[config.mk]
export PLATFORM = sky130hd
export DESIGN_NAME = motion_diff_disparity_search_unit
export DESIGN_NICKNAME = d
export VERILOG_FILES = /design/src/hdl/mdds_pkg.sv /design/src/hdl/mdds_front.sv /design/src/hdl/mdds_accum.sv /design/src/hdl/mdds_winner.sv /design/src/hdl/motion_diff_disparity_search_unit.sv
export SDC_FILE = /design/constraint.sdc
export NUM_CORES = 1
export LEC_CHECK = 0
export BUFFER_PORTS_ARGS = -buffer_cell sky130_fd_sc_hd__buf_2
export CAP_MARGIN = 30
export CORE_MARGIN = 1.5
export CORE_UTILIZATION = 50
export DETAILED_ROUTE_END_ITERATION = 8
export GPL_ROUTABILITY_DRIVEN = 0
export GPL_TIMING_DRIVEN = 0
export PLACE_DENSITY = 0.74
export RECOVER_POWER = 100
export REMOVE_ABC_BUFFERS = 1
export SLEW_MARGIN = 5
export SYNTH_ARGS = -nofsm -noshare
export SYNTH_HDL_FRONTEND = slang
export SYNTH_SLANG_ARGS = --single-unit
[constraint.sdc]
create_clock -name clock -period 14.7 [get_ports clock]
set_clock_uncertainty 0.05 [all_clocks]
set_input_delay 2.205 -clock clock [delete_from_list [all_inputs] [get_ports clock]]
set_output_delay 2.205 -clock clock [all_outputs]
set_load 0.01 [all_outputs]
[src/hdl/mdds_pkg.sv]
package mdds_pkg;

   // field widths
   localparam int PIXEL_BITS = 8;
   localparam int SHIFT_BITS = 8;
   localparam int PROD_BITS  = 2 * PIXEL_BITS;
   localparam int CORR_BITS  = 28;
   localparam int ERR_BITS   = 20;
   localparam int SCORE_BITS = 20;
   // correlation is divided by 256 before comparison
   localparam int SCALE_SHIFT = 8;

   // one accepted input beat
   typedef struct packed {
      logic [PIXEL_BITS-1:0] left_now;
      logic [PIXEL_BITS-1:0] left_before;
      logic [PIXEL_BITS-1:0] right_now;
      logic [PIXEL_BITS-1:0] right_before;
      logic [SHIFT_BITS-1:0] shift;
      logic                  window_end;
      logic                  search_end;
      logic [SHIFT_BITS-1:0] prior_disparity;
   } mdds_beat_type;

   // per-pixel correlation and error terms
   typedef struct packed {
      logic [PROD_BITS-1:0]  prod;
      logic [PIXEL_BITS-1:0] err;
      logic [SHIFT_BITS-1:0] shift;
      logic                  window_end;
      logic                  search_end;
      logic [SHIFT_BITS-1:0] prior_disparity;
   } mdds_diff_type;

   // totals of one finished shift
   typedef struct packed {
      logic [CORR_BITS-1:0]  corr_total;
      logic [ERR_BITS-1:0]   err_total;
      logic [SHIFT_BITS-1:0] shift;
      logic                  search_end;
      logic [SHIFT_BITS-1:0] prior_disparity;
   } mdds_sums_type;

   // winners at the end of a search
   typedef struct packed {
      logic [SCORE_BITS-1:0] best_corr;
      logic [SHIFT_BITS-1:0] best_corr_shift;
      logic [ERR_BITS-1:0]   best_err;
      logic [SHIFT_BITS-1:0] best_err_shift;
      logic [SHIFT_BITS-1:0] prior_disparity;
   } mdds_win_type;

   function automatic logic [PIXEL_BITS-1:0] abs_diff(input logic [PIXEL_BITS-1:0] a,
                                                      input logic [PIXEL_BITS-1:0] b);
      abs_diff = (a > b) ? (a - b) : (b - a);
   endfunction

endpackage

[src/hdl/mdds_front.sv]
module mdds_front (
   input  logic                  clock,
   input  logic                  reset,
   input  logic                  in_valid,
   output logic                  in_ready,
   input  mdds_pkg::mdds_beat_type in_beat,
   output logic                  out_valid,
   input  logic                  out_ready,
   output mdds_pkg::mdds_diff_type out_data
);
   import mdds_pkg::*;

   logic          beat_valid_ff;
   mdds_beat_type beat_ff;
   logic          diff_valid_ff;
   mdds_diff_type diff_ff;
   mdds_diff_type diff_in;
   logic          beat_ready;
   logic          diff_ready;
   logic [PIXEL_BITS-1:0] dl;
   logic [PIXEL_BITS-1:0] dr;

   // stage handshake: a stage moves on when empty or when its beat leaves
   assign diff_ready = !diff_valid_ff || out_ready;
   assign beat_ready = !beat_valid_ff || diff_ready;
   assign in_ready   = beat_ready;

   // temporal differences, their product and their disagreement
   always_comb begin
      dl = abs_diff(beat_ff.left_now, beat_ff.left_before);
      dr = abs_diff(beat_ff.right_now, beat_ff.right_before);
      diff_in.prod            = {{PIXEL_BITS{1'b0}}, dl} * {{PIXEL_BITS{1'b0}}, dr};
      diff_in.err             = abs_diff(dl, dr);
      diff_in.shift           = beat_ff.shift;
      diff_in.window_end      = beat_ff.window_end;
      diff_in.search_end      = beat_ff.search_end;
      diff_in.prior_disparity = beat_ff.prior_disparity;
   end

   // valid flags
   always_ff @(posedge clock) begin
      if (reset) begin
         beat_valid_ff <= 1'b0;
         diff_valid_ff <= 1'b0;
      end else begin
         if (beat_ready) beat_valid_ff <= in_valid;
         if (diff_ready) diff_valid_ff <= beat_valid_ff;
      end
   end

   // payload
   always_ff @(posedge clock) begin
      if (beat_ready && in_valid) beat_ff <= in_beat;
      if (diff_ready && beat_valid_ff) diff_ff <= diff_in;
   end

   assign out_valid = diff_valid_ff;
   assign out_data  = diff_ff;

endmodule

[src/hdl/mdds_accum.sv]
module mdds_accum (
   input  logic                  clock,
   input  logic                  reset,
   input  logic                  in_valid,
   output logic                  in_ready,
   input  mdds_pkg::mdds_diff_type in_data,
   output logic                  out_valid,
   input  logic                  out_ready,
   output mdds_pkg::mdds_sums_type out_data
);
   import mdds_pkg::*;

   logic [CORR_BITS-1:0] corr_acc_ff;
   logic [ERR_BITS-1:0]  err_acc_ff;
   logic [CORR_BITS-1:0] corr_acc_in;
   logic [ERR_BITS-1:0]  err_acc_in;
   logic [CORR_BITS:0]   corr_wide;
   logic [ERR_BITS:0]    err_wide;
   logic                 sums_valid_ff;
   mdds_sums_type        sums_ff;
   logic                 take;

   assign in_ready = !sums_valid_ff || out_ready;
   assign take     = in_valid && in_ready;

   // saturating sums
   always_comb begin
      corr_wide   = {1'b0, corr_acc_ff} + {{(CORR_BITS + 1 - PROD_BITS){1'b0}}, in_data.prod};
      err_wide    = {1'b0, err_acc_ff} + {{(ERR_BITS + 1 - PIXEL_BITS){1'b0}}, in_data.err};
      corr_acc_in = corr_wide[CORR_BITS] ? {CORR_BITS{1'b1}} : corr_wide[CORR_BITS-1:0];
      err_acc_in  = err_wide[ERR_BITS] ? {ERR_BITS{1'b1}} : err_wide[ERR_BITS-1:0];
   end

   // running sums, cleared at the end of each shift
   always_ff @(posedge clock) begin
      if (reset) begin
         corr_acc_ff   <= '0;
         err_acc_ff    <= '0;
         sums_valid_ff <= 1'b0;
      end else begin
         if (take) begin
            if (in_data.window_end) begin
               corr_acc_ff <= '0;
               err_acc_ff  <= '0;
            end else begin
               corr_acc_ff <= corr_acc_in;
               err_acc_ff  <= err_acc_in;
            end
         end
         if (in_ready) sums_valid_ff <= in_valid && in_data.window_end;
      end
   end

   // shift totals
   always_ff @(posedge clock) begin
      if (take && in_data.window_end) begin
         sums_ff.corr_total      <= corr_acc_in;
         sums_ff.err_total       <= err_acc_in;
         sums_ff.shift           <= in_data.shift;
         sums_ff.search_end      <= in_data.search_end;
         sums_ff.prior_disparity <= in_data.prior_disparity;
      end
   end

   assign out_valid = sums_valid_ff;
   assign out_data  = sums_ff;

endmodule

[src/hdl/mdds_winner.sv]
module mdds_winner (
   input  logic                  clock,
   input  logic                  reset,
   input  logic                  in_valid,
   output logic                  in_ready,
   input  mdds_pkg::mdds_sums_type in_data,
   output logic                  out_valid,
   input  logic                  out_ready,
   output mdds_pkg::mdds_win_type  out_data
);
   import mdds_pkg::*;

   logic [SCORE_BITS-1:0] best_corr_ff;
   logic [SHIFT_BITS-1:0] best_corr_shift_ff;
   logic [ERR_BITS-1:0]   best_err_ff;
   logic [SHIFT_BITS-1:0] best_err_shift_ff;
   logic [SCORE_BITS-1:0] best_corr_in;
   logic [SHIFT_BITS-1:0] best_corr_shift_in;
   logic [ERR_BITS-1:0]   best_err_in;
   logic [SHIFT_BITS-1:0] best_err_shift_in;
   logic [SCORE_BITS-1:0] score;
   logic                  win_valid_ff;
   mdds_win_type          win_ff;
   logic                  take;

   assign in_ready = !win_valid_ff || out_ready;
   assign take     = in_valid && in_ready;

   // strict compares keep the earlier shift on a tie
   always_comb begin
      score              = in_data.corr_total[CORR_BITS-1:SCALE_SHIFT];
      best_corr_in       = best_corr_ff;
      best_corr_shift_in = best_corr_shift_ff;
      best_err_in        = best_err_ff;
      best_err_shift_in  = best_err_shift_ff;
      if (score > best_corr_ff) begin
         best_corr_in       = score;
         best_corr_shift_in = in_data.shift;
      end
      if (in_data.err_total < best_err_ff) begin
         best_err_in       = in_data.err_total;
         best_err_shift_in = in_data.shift;
      end
   end

   // winners, back to reset values once a search is handed on
   always_ff @(posedge clock) begin
      if (reset) begin
         best_corr_ff       <= '0;
         best_corr_shift_ff <= '0;
         best_err_ff        <= '1;
         best_err_shift_ff  <= '0;
         win_valid_ff       <= 1'b0;
      end else begin
         if (take) begin
            if (in_data.search_end) begin
               best_corr_ff       <= '0;
               best_corr_shift_ff <= '0;
               best_err_ff        <= '1;
               best_err_shift_ff  <= '0;
            end else begin
               best_corr_ff       <= best_corr_in;
               best_corr_shift_ff <= best_corr_shift_in;
               best_err_ff        <= best_err_in;
               best_err_shift_ff  <= best_err_shift_in;
            end
         end
         if (in_ready) win_valid_ff <= in_valid && in_data.search_end;
      end
   end

   // final winners of a search
   always_ff @(posedge clock) begin
      if (take && in_data.search_end) begin
         win_ff.best_corr       <= best_corr_in;
         win_ff.best_corr_shift <= best_corr_shift_in;
         win_ff.best_err        <= best_err_in;
         win_ff.best_err_shift  <= best_err_shift_in;
         win_ff.prior_disparity <= in_data.prior_disparity;
      end
   end

   assign out_valid = win_valid_ff;
   assign out_data  = win_ff;

endmodule

[src/hdl/motion_diff_disparity_search_unit.sv]
// Disparity search on temporal difference images. Each request beat carries one
// window pixel at one candidate shift; the unit sums, per shift, the product and
// the absolute difference of the left and right frame differences, keeps the
// shift with the greatest correlation/256 and the one with the least error, and
// after the beat that ends both the window and the search returns one response
// beat: whichever winner lies nearer prior_disparity, correlation taking ties.
// One request beat is taken every clock cycle unless rsp_tready back-pressure
// holds it. A five-register pipeline (input, difference/multiply, accumulate,
// winner compare, response) carries the search result to rsp_. Only the response
// register stalls on rsp_tready; the stages ahead of it keep moving until they fill.
module motion_diff_disparity_search_unit (
   input  logic        clock,
   input  logic        reset,
   // request beats
   input  logic        req_tvalid,
   output logic        req_tready,
   input  logic [47:0] req_tdata,  // left_now, left_before, right_now, right_before,
                                   // shift, prior_disparity (8 bits each)
   input  logic        req_tlast,  // window_end
   input  logic        req_tuser,  // search_end
   // response beats
   output logic        rsp_tvalid,
   input  logic        rsp_tready,
   output logic [47:0] rsp_tdata   // disparity (8), best_correlation (20), least_error (20)
);
   import mdds_pkg::*;

   mdds_beat_type req_beat;
   logic          diff_valid;
   logic          diff_ready;
   mdds_diff_type diff_data;
   logic          sums_valid;
   logic          sums_ready;
   mdds_sums_type sums_data;
   logic          win_valid;
   logic          win_ready;
   mdds_win_type  win_data;

   logic                  rsp_valid_ff;
   logic [47:0]           rsp_data_ff;
   logic [SHIFT_BITS-1:0] pick;
   logic [SHIFT_BITS-1:0] dist_corr;
   logic [SHIFT_BITS-1:0] dist_err;

   // unpack request
   always_comb begin
      req_beat.left_now        = req_tdata[7:0];
      req_beat.left_before     = req_tdata[15:8];
      req_beat.right_now       = req_tdata[23:16];
      req_beat.right_before    = req_tdata[31:24];
      req_beat.shift           = req_tdata[39:32];
      req_beat.prior_disparity = req_tdata[47:40];
      req_beat.window_end      = req_tlast;
      req_beat.search_end      = req_tuser;
   end

   mdds_front u_front (
      .clock     (clock),
      .reset     (reset),
      .in_valid  (req_tvalid),
      .in_ready  (req_tready),
      .in_beat   (req_beat),
      .out_valid (diff_valid),
      .out_ready (diff_ready),
      .out_data  (diff_data)
   );

   mdds_accum u_accum (
      .clock     (clock),
      .reset     (reset),
      .in_valid  (diff_valid),
      .in_ready  (diff_ready),
      .in_data   (diff_data),
      .out_valid (sums_valid),
      .out_ready (sums_ready),
      .out_data  (sums_data)
   );

   mdds_winner u_winner (
      .clock     (clock),
      .reset     (reset),
      .in_valid  (sums_valid),
      .in_ready  (sums_ready),
      .in_data   (sums_data),
      .out_valid (win_valid),
      .out_ready (win_ready),
      .out_data  (win_data)
   );

   // choose the winner nearer the prior disparity
   always_comb begin
      dist_corr = abs_diff(win_data.prior_disparity, win_data.best_corr_shift);
      dist_err  = abs_diff(win_data.prior_disparity, win_data.best_err_shift);
      pick      = win_data.best_corr_shift;
      if (win_data.best_corr_shift != win_data.best_err_shift && dist_corr > dist_err)
         pick = win_data.best_err_shift;
   end

   assign win_ready = !rsp_valid_ff || rsp_tready;

   // response register
   always_ff @(posedge clock) begin
      if (reset) begin
         rsp_valid_ff <= 1'b0;
      end else if (win_ready) begin
         rsp_valid_ff <= win_valid;
      end
   end

   always_ff @(posedge clock) begin
      if (win_ready && win_valid) rsp_data_ff <= {win_data.best_err, win_data.best_corr, pick};
   end

   assign rsp_tvalid = rsp_valid_ff;
   assign rsp_tdata  = rsp_data_ff;

endmodule
==> results of run 1 <==
[area by class of cell]
type,count,area [um2]
flip-flops and latches,370,10000
clock buffers,54,1100
well taps,532,666
clock inverters,20,231
multi-input cells,1186,9660
repair buffers,124,592
inverters,206,774
fillers,3378,17800
[metal layers]
metal  vias to the layer above  track usage  part of all wire
met2                       317        0.344              0.50
met5                         -            0                 0
met3                        60       0.0320             0.043
li1                       6763            -                 -
met1                      6634        0.245              0.44
met4                         0       0.0611             0.021
[worst max-delay path, stage by stage]
cell and delay [ns]:
clkbuf_1 0.11, nor2b_1 0.31, nand2_1 0.14, and2_0 0.61
nand2_1 0.34, clkinvlp_2 2.25, nor2_1 1.42, clkbuf_1 0.86
o211ai_1 0.20
[synth_stat cells, drive strengths merged (11+ instances only)]
library cell	count	area, um2
a22o	12	105
dfxtp	109	2180
nand3	24	120
edfxtp	261	7840
mux2	66	747
o211ai	24	185
nor2	122	460
a21oi	109	546
xor2	33	289
nand4	16	100
o21ai	49	260
o21bai	11	82.6
nand2b	14	87.6
inv	206	773
or2	11	68.8
mux2i	44	440
ha	190	2380
fa	48	961
buf	22	123
xnor2	47	412
a32o	29	290
o2111ai	20	175
nor2b	23	144
nor3	22	110
a21o	41	308
clkbuf	35	133
and3	12	76.3
nand2	105	397
[cells by family after synthesis]
family / share of synthesized area
muxes: 0.0573
buffers and inverters: 0.0496
DFF: 0.483
AOI/OAI and AO/OA: 0.130
xor gates and xnor gates: 0.0338
adders and majority gates: 0.161
and+or+nand+nor: 0.0847
[worst paths after layout]
path                              start                 endpoint  slack [ns]  depth (start not counted)
hold / removal    u_winner.out_data[17]            rsp_tdata[29]        0.36                          0
hold reg to reg   u_winner.out_data[17]            rsp_tdata[29]        0.36                          0
setup reg to reg    u_front.beat_ff[42]     u_front.out_data[41]        7.19                         27
setup / recovery             rsp_tready  u_winner.best_err_ff[5]        6.55                          9
[registers in the layout, indices dropped and copies added, names as in the netlist]
signal and cells:
u_winner.best_corr_ff 20, rsp_tvalid 1, u_winner.best_corr_shift_ff 8, u_accum.out_data 57, u_accum.corr_acc_ff 28, rsp_tdata 48, u_front.out_data 42, u_winner.out_data 64
u_front.beat_valid_ff 1, u_accum.err_acc_ff 20, u_winner.best_err_ff 20, u_front.beat_ff 50, u_winner.best_err_shift_ff 8, u_front.out_valid 1, u_winner.out_valid 1, u_accum.out_valid 1
[power groups by stage]
| stage | clock network, uW | logic, uW | registers (uW) |
|---|---|---|---|
| after global routing | 1070 | 2300 | 1330 |
| final | 1000 | 2030 | 1330 |
| after detailed placement | 0 | 2020 | 1350 |
| after global placement | 0 | 1980 | 1350 |
| after floorplan | 0 | 1650 | 1340 |
| after CTS | 1030 | 2050 | 1330 |
[per-stage QoR]
step           hold slack (ns)  instances
6_report                 0.363       2492
5_1_grt                  0.372       2492
4_1_cts                  0.362       2491
3_5_place_dp             0.355       2417
3_3_place_gp             0.352       2397
2_1_floorplan            0.350       1762
==> results.json, run 1 <==
{
  "drc": 0,
  "syn2layout_area_growth_pct": 11.2,
  "rsz0062_at_grt": "false",
  "fp.dieH_um": 207,
  "fin_nets": 2220,
  "cts_buffer_depth": 3,
  "detail-route-antenna-nets": 0,
  "peakVddDrop_mv": 0.332,
  "maxCapViolCount": 7,
  "power_frac_clock": 0.230,
  "syn_inst": 1819,
  "outcome": "finished with violations",
  "grt_max_degree": 66,
  "netlist_area_um2": 20700,
  "start_util": 0.508,
  "drive_gt1_frac": 0.0954,
  "via_per_inst": 5.53,
  "worst_setup_path_end_kind": "flip-flop",
  "diodes": 0,
  "required_ns": 15.04,
  "synth_area_per_cell_um2": 11.4,
  "tns_ns": 0,
  "antenna_found_initial": 0,
  "finalCritPeriodShare": 0.554,
  "p_int_uw": 2790,
  "yosysWarnings": 0,
  "io_pins": 104,
  "seq_power_share": 0.304,
  "cts_root_buffer": "clkbuf_16",
  "routedWlPerCell_um": 16.6,
  "timing.slew.headroom": -0.974,
  "dp_hpwl_mm": 29.9,
  "setup_ws_ns": 6.55,
  "design_area_um2": 23000,
  "dr.first_iter.drc_count": 876,
  "tightest_slew_ns": 2.95,
  "dp_slack_ns": 7.77,
  "die-area_um2": 42700,
  "postCtsHoldBufs": 0,
  "synthFlopType": "edfxtp_1",
  "cp_data_arrival_time_ns": 8.49,
  "combPwrFrac": 0.465,
  "final_common_cell": "edfxtp_1",
  "clkSinkCount": 370,
  "cts-buffers-inserted": 40,
  "ys_seq_elements": 370,
  "yosysUniqueCellTypes": 77,
  "placed_area_um2": 22100,
  "setup_viol": 0,
  "grt_pass1_wl_mm": 66.8,
  "grt_overflow_total": 0,
  "grt_pass1_vias": 13637,
  "failed_checks": "max-capacitance violations, max-slew violations",
  "clkLatencyLatePin_ns": 0.56,
  "power_density_nw_per_um2": 189,
  "dr_total_vias": 13774,
  "cts_setup_buffers": 0,
  "final_cell_mix": "edfxtp_1 (261), inv_1 (205), ha_1 (190), nor2_1 (121), dfxtp_1 (109)",
  "post_cts_resized": 0,
  "drv_slew": 202,
  "async_reset_ff_frac": 0,
  "power.leakage_uw": 0.00942,
  "swShare": 0.360,
  "wirelength_mm": 41.5,
  "port_buffers": 103,
  "synth_edf_count": 261,
  "min_period_ns": 8.15,
  "dieWidth_um": 207,
  "h-tree-depth": 2,
  "final_util": 0.564,
  "hold_path_class": "reg2reg",
  "critPathLaunchType": "primary input",
  "fmax_mhz": 123,
  "dr.pass1.iters": 5,
  "core_area_um2": 40800,
  "total_power_uw": 4360,
  "grt_usage": 0.195,
  "critPathMaxFanout": 65,
  "seq_area_frac_synth": 0.483,
  "hold_viol_final": 0,
  "tritoncts": "done",
  "p_switching_uw": 1570,
  "fp-row-count": 74,
  "cts.clk_slew.worst_paths_ns": 0.07,
  "crit_type": "in2reg"
}
Power figures use the tool's default switching activity.
==> inputs of run 2 (changes only) <==
--- a/config.mk
+++ b/config.mk
@@ -5,6 +5,7 @@
 export SDC_FILE = /design/constraint.sdc
 export NUM_CORES = 1
 export LEC_CHECK = 0
+export ABC_AREA = 1
 export BUFFER_PORTS_ARGS = -buffer_cell sky130_fd_sc_hd__buf_2
 export CAP_MARGIN = 30
 export CORE_MARGIN = 1.5
==> constraint.sdc (replaced) <==
create_clock -name clock -period 7.5 [get_ports clock]
set_clock_uncertainty 0.05 [all_clocks]
set_input_delay 1.125 -clock clock [delete_from_list [all_inputs] [get_ports clock]]
set_output_delay 1.125 -clock clock [all_outputs]
set_load 0.01 [all_outputs]
==> results.json, run 2 <==
{
  "outcome": "finished with violations",
  "failed_checks": "max-capacitance violations, max-slew violations",
  "diodes": 0,
  "async_reset_ff_frac": 0,
  "postCtsHoldBufs": 0,
  "cp_data_arrival_time_ns": 6.74,
  "grt_max_degree": 73,
  "post_cts_resized": 0,
  "critPathLaunchType": "flip-flop",
  "final_cell_mix": "nand2_1 (622), inv_1 (428), edfxtp_1 (261), ha_1 (190), nand3_1 (187)",
  "power.leakage_uw": 0.0111,
  "clkSinkCount": 370,
  "synthFlopType": "edfxtp_1",
  "ys_seq_elements": 370,
  "hold_path_class": "reg2reg",
  "drv_slew": 263,
  "start_util": 0.509,
  "routedWlPerCell_um": 14.7,
  "max_stage_delay_ns": 0.54,
  "finalCritPeriodShare": 0.865,
  "yosysWarnings": 0,
  "cts-buffers-inserted": 40,
  "final_util": 0.557,
  "critPathMaxFanout": 9,
  "largest_reg_flops": 64,
  "wirelength_mm": 48.3,
  "grt_pass1_wl_mm": 80.6,
  "cts.clk_slew.worst_paths_ns": 0.06,
  "cts_root_buffer": "clkbuf_16",
  "cts_setup_buffers": 0,
  "drc": 0,
  "synth_edf_count": 261,
  "detail-route-antenna-nets": 0,
  "netlist_area_um2": 22500,
  "die-area_um2": 46400,
  "worst_setup_path_end_kind": "flip-flop",
  "timing.slew.headroom": -0.699,
  "placed_area_um2": 23700,
  "tns_ns": 0,
  "fin_nets": 2960,
  "cp_common_cell": "inv_1",
  "fp.dieH_um": 215,
  "dr.first_iter.drc_count": 1245,
  "dp_hpwl_mm": 35.8,
  "final_common_cell": "nand2_1",
  "total_power_uw": 9270,
  "grt_usage": 0.211,
  "syn2layout_area_growth_pct": 9.50,
  "yosysMostFrequentCell": "nand2_1",
  "design_area_um2": 24700,
  "cts_buffer_depth": 3,
  "yosysTopAreaCellShare": 0.348,
  "crit_type": "reg2reg",
  "dieWidth_um": 215,
  "tritoncts": "done",
  "fp-row-count": 77,
  "rsz0062_at_grt": "false",
  "grt_pass1_vias": 17035,
  "via_per_inst": 5.24,
  "synth_area_per_cell_um2": 8.77,
  "hold_viol_final": 0,
  "tightest_slew_ns": 2.55,
  "maxCapViolCount": 10,
  "grt_overflow_total": 0,
  "seq_area_frac_synth": 0.445,
  "dr_total_vias": 17242,
  "port_buffers": 103,
  "yosysUniqueCellTypes": 48,
  "h-tree-depth": 2,
  "power_density_nw_per_um2": 376,
  "yosys-top-cells-count": "nand2_1 (614), inv_1 (426), edfxtp_1 (261)",
  "placed_cells": 3217,
  "required_ns": 7.75,
  "fmax_mhz": 154,
  "min_period_ns": 6.49,
  "yosys.area.top_type": "edfxtp_1",
  "peakVddDrop_mv": 0.585,
  "n_fill_cell": 3882,
  "dr.pass1.iters": 7,
  "syn_inst": 2570,
  "synthTopCellsByArea": "edfxtp_1 (35%), ha_1 (11%), nand2_1 (10%)",
  "antenna_found_initial": 0,
  "clkLatencyLatePin_ns": 0.57,
  "drive_gt1_frac": 0.0611,
  "setup_viol": 0,
  "fin_cells": 3292,
  "core_area_um2": 44300,
  "io_pins": 104,
  "cp_slowest_cell": "fa_1"
}
[run 2: power by group]
part	switching (uW)	internal, uW	leakage [uW]
registers	59.4	2590	0.00326
logic	2860	1840	0.00718
clock network	814	1110	0.000626
total	3730	5540	0.0111
[run 2: worst max-delay path: cells and delay by family (launching register included)]
kind / cells / cell delay, ns
adder cells (fa/ha/maj): 8 / 2.92
buffers and inverters: 7 / 0.72
AND/OR/NAND/NOR: 5 / 0.64
XOR/XNOR: 1 / 0.14
flip-flops: 1 / 0.38
AO/OA/AOI/OAI: 6 / 1.37
[run 2: area by class of cell]
cell class,count,area (um2),area share
inverter,434,1630,0.0661
multi-input combinational,1707,10500,0.423
tap,592,741,0.0300
sequential,370,10000,0.406
clock buffer,58,1140,0.0462
clock inverter,16,156,0.00634
timing repair buffer,115,542,0.0220
[run 2: worst paths after layout]
| check | slack (ns) | to | cells past startpoint | start |
|---|---|---|---|---|
| min reg2reg | 0.36 | rsp_tdata[28] | 0 | u_winner.out_data[16] |
| max reg2reg | 1.01 | u_front.out_data[39] | 27 | u_front.beat_ff[26] |
| min | 0.36 | rsp_tdata[28] | 0 | u_winner.out_data[16] |
| max | 1.01 | u_front.out_data[39] | 27 | u_front.beat_ff[26] |
[run 2: logic make-up (layout without fill, tap and decap cells)]
| group | after synthesis | in the layout | share of synthesized area |
|---|---|---|---|
| AND/OR/NAND/NOR | 1079 | 1079 | 0.212 |
| buffers and inverters | 493 | 623 | 0.0870 |
| flip-flops | 370 | 370 | 0.445 |
| AO/OA/AOI/OAI | 310 | 310 | 0.0773 |
| adder cells (fa/ha/maj) | 238 | 238 | 0.148 |
| XOR/XNOR | 78 | 78 | 0.0303 |
| multiplexers | 2 | 2 | 0.000888 |
[run 2: per-stage QoR]
stage	hold slack (ns)	worst slack, ns
2_1_floorplan	0.350	1.98
3_3_place_gp	0.350	-0.368
3_5_place_dp	0.355	1.29
4_1_cts	0.365	1.28
5_1_grt	0.371	0.570
6_report	0.364	1.01
[run 2: metal layers]
layer | global-route usage | part of all wire
met1 | 0.265 | 0.43
met3 | 0.0310 | 0.057
met2 | 0.369 | 0.48
met4 | 0.0751 | 0.026
met5 | 0 | 0
==> inputs of run 3 (changes only) <==
--- a/config.mk
+++ b/config.mk
@@ -12,7 +12,6 @@
 export CORE_UTILIZATION = 50
 export DETAILED_ROUTE_END_ITERATION = 8
 export GPL_ROUTABILITY_DRIVEN = 0
-export GPL_TIMING_DRIVEN = 0
 export PLACE_DENSITY = 0.74
 export RECOVER_POWER = 100
 export REMOVE_ABC_BUFFERS = 1
==> constraint.sdc (replaced) <==
create_clock -name clock -period 7.5 [get_ports clock]
set_clock_uncertainty 0.05 [all_clocks]
set_input_delay 1.125 -clock clock [delete_from_list [all_inputs] [get_ports clock]]
set_output_delay 1.125 -clock clock [all_outputs]
set_load 0.02 [all_outputs]
==> results.json, run 3 (synthesized netlist as in run 2, its figures left out) <==
{
  "clkLatencyLatePin_ns": 0.56,
  "worst_setup_path_end_kind": "flip-flop",
  "h-tree-depth": 2,
  "min_period_ns": 6.37,
  "maxCapViolCount": 11,
  "power_frac_clock": 0.221,
  "dr.pass1.iters": 8,
  "whs_ns": 0.367,
  "port_buffers": 103,
  "grt_pass1_wl_mm": 82.8,
  "cts.clk_slew.worst_paths_ns": 0.06,
  "tightest_slew_ns": 3.79,
  "grt_max_degree": 66,
  "tns_ns": 0,
  "core_area_um2": 44300,
  "drive_gt1_frac": 0.0659,
  "largest_reg_flops": 64,
  "p_switching_uw": 3860,
  "via_per_inst": 5.31,
  "seq_power_share": 0.275,
  "cts-buffers-inserted": 41,
  "drc": 0,
  "finalCritPeriodShare": 0.849,
  "fin_nets": 2963,
  "total_power_uw": 9600,
  "postCtsHoldBufs": 0,
  "clkSinkCount": 370,
  "syn2layout_area_growth_pct": 10.1,
  "die-area_um2": 46400,
  "dp_hpwl_mm": 36.4,
  "critPathLaunchType": "primary input",
  "p_int_uw": 5740,
  "hold_path_class": "reg2reg",
  "swShare": 0.402,
  "power.leakage_uw": 0.0111,
  "fp-row-count": 77,
  "cts_root_buffer": "clkbuf_16",
  "antenna_found_initial": 0,
  "placed_area_um2": 23600,
  "dr_total_vias": 17511,
  "start_util": 0.509,
  "tritoncts": "done",
  "routedWlPerCell_um": 15.1,
  "cts_buffer_depth": 3,
  "reg2regPathDepth": 28,
  "wirelength_mm": 49.9,
  "critPathMaxFanout": 65,
  "fmax_mhz": 157,
  "rsz0062_at_grt": "false",
  "grt_usage": 0.217,
  "hold_depth": 0,
  "timing.slew.headroom": -1.52,
  "fp.dieH_um": 215,
  "grt_overflow_total": 0,
  "fin_cells": 3295,
  "dr.first_iter.drc_count": 1262,
  "setup_viol": 0,
  "io_pins": 104,
  "dieWidth_um": 215,
  "failed_checks": "max-capacitance violations, max-slew violations",
  "diodes": 0,
  "cp_data_arrival_time_ns": 6.69,
  "outcome": "finished with violations",
  "combPwrFrac": 0.504,
  "power_density_nw_per_um2": 387,
  "final_cell_mix": "nand2_1 (620), inv_1 (427), edfxtp_1 (261), ha_1 (190), nand3_1 (187)",
  "final_common_cell": "nand2_1",
  "hold_viol_final": 0,
  "grt_pass1_vias": 17412,
  "required_ns": 7.82,
  "placed_cells": 3219,
  "detail-route-antenna-nets": 0,
  "peakVddDrop_mv": 0.608,
  "crit_type": "in2reg",
  "post_cts_resized": 0,
  "cts_setup_buffers": 0,
  "design_area_um2": 24800,
  "drv_slew": 449
}
[run 3: cell count changes in the layout (fill, tap and decap cells not counted), sizes merged]
cell | previous run | this run
buf | 49 | 50
clkbuf | 124 | 120
bufinv | 1 | 7
clkinv | 11 | 12
inv | 436 | 435
[run 3: through the flow]
step | setup WS [ns] | util
after global routing | 0.638 | 0.560
final | 1.13 | 0.560
after floorplan | 1.98 | -
after global placement | 1.59 | 0.532
after CTS | 1.40 | 0.565
after detailed placement | 1.41 | 0.532
[run 3: cell type report]
cell class / count / area [um2]
Clock buffer: 53 / 1120
Sequential cell: 370 / 10000
Timing Repair Buffer: 117 / 514
Inverter: 434 / 1630
Clock inverter: 22 / 323
Multi-Input combinational cell: 1707 / 10500
Fill cell: 3895 / 19500
Tap cell: 592 / 741
[run 3: power by group through the flow]
stage | combinational [uW] | sequential (uW) | clock [uW]
final | 4840 | 2640 | 2120
after CTS | 4800 | 2640 | 2170
after global routing | 5550 | 2650 | 2240
after floorplan | 3730 | 2660 | 0
after global placement | 4530 | 2680 | 0
after detailed placement | 4740 | 2680 | 0
[run 3: final timing paths]
path / from / endpoint / slack (ns)
worst max-delay path: rsp_tready / u_winner.best_err_ff[17] / 1.13
worst min-delay path: u_winner.out_data[34] / rsp_tdata[46] / 0.37
worst max register to register: u_front.beat_ff[26] / u_front.out_data[39] / 1.23
worst min register to register: u_winner.out_data[34] / rsp_tdata[46] / 0.37
[run 3: per-layer routing]
metal	vias up	GRT usage	share of wire
li1	8559	-	-
met1	8224	0.270	0.42
met2	606	0.378	0.48
met3	122	0.0344	0.064
met4	0	0.0823	0.032
met5	-	0	0
[run 3: critical path: stages]
cell      delay (ns)
buf_2           0.10
nor2_1          0.26
inv_1           0.11
nor2_1          0.47
inv_1           0.19
nand2_1         0.09
buf_4           0.54
inv_1           0.58
nand2_1         0.23
clkinv_1        0.08
clkbuf_1        1.37
nor2_1          0.46
clkbuf_1        0.83
nand3_1         0.21
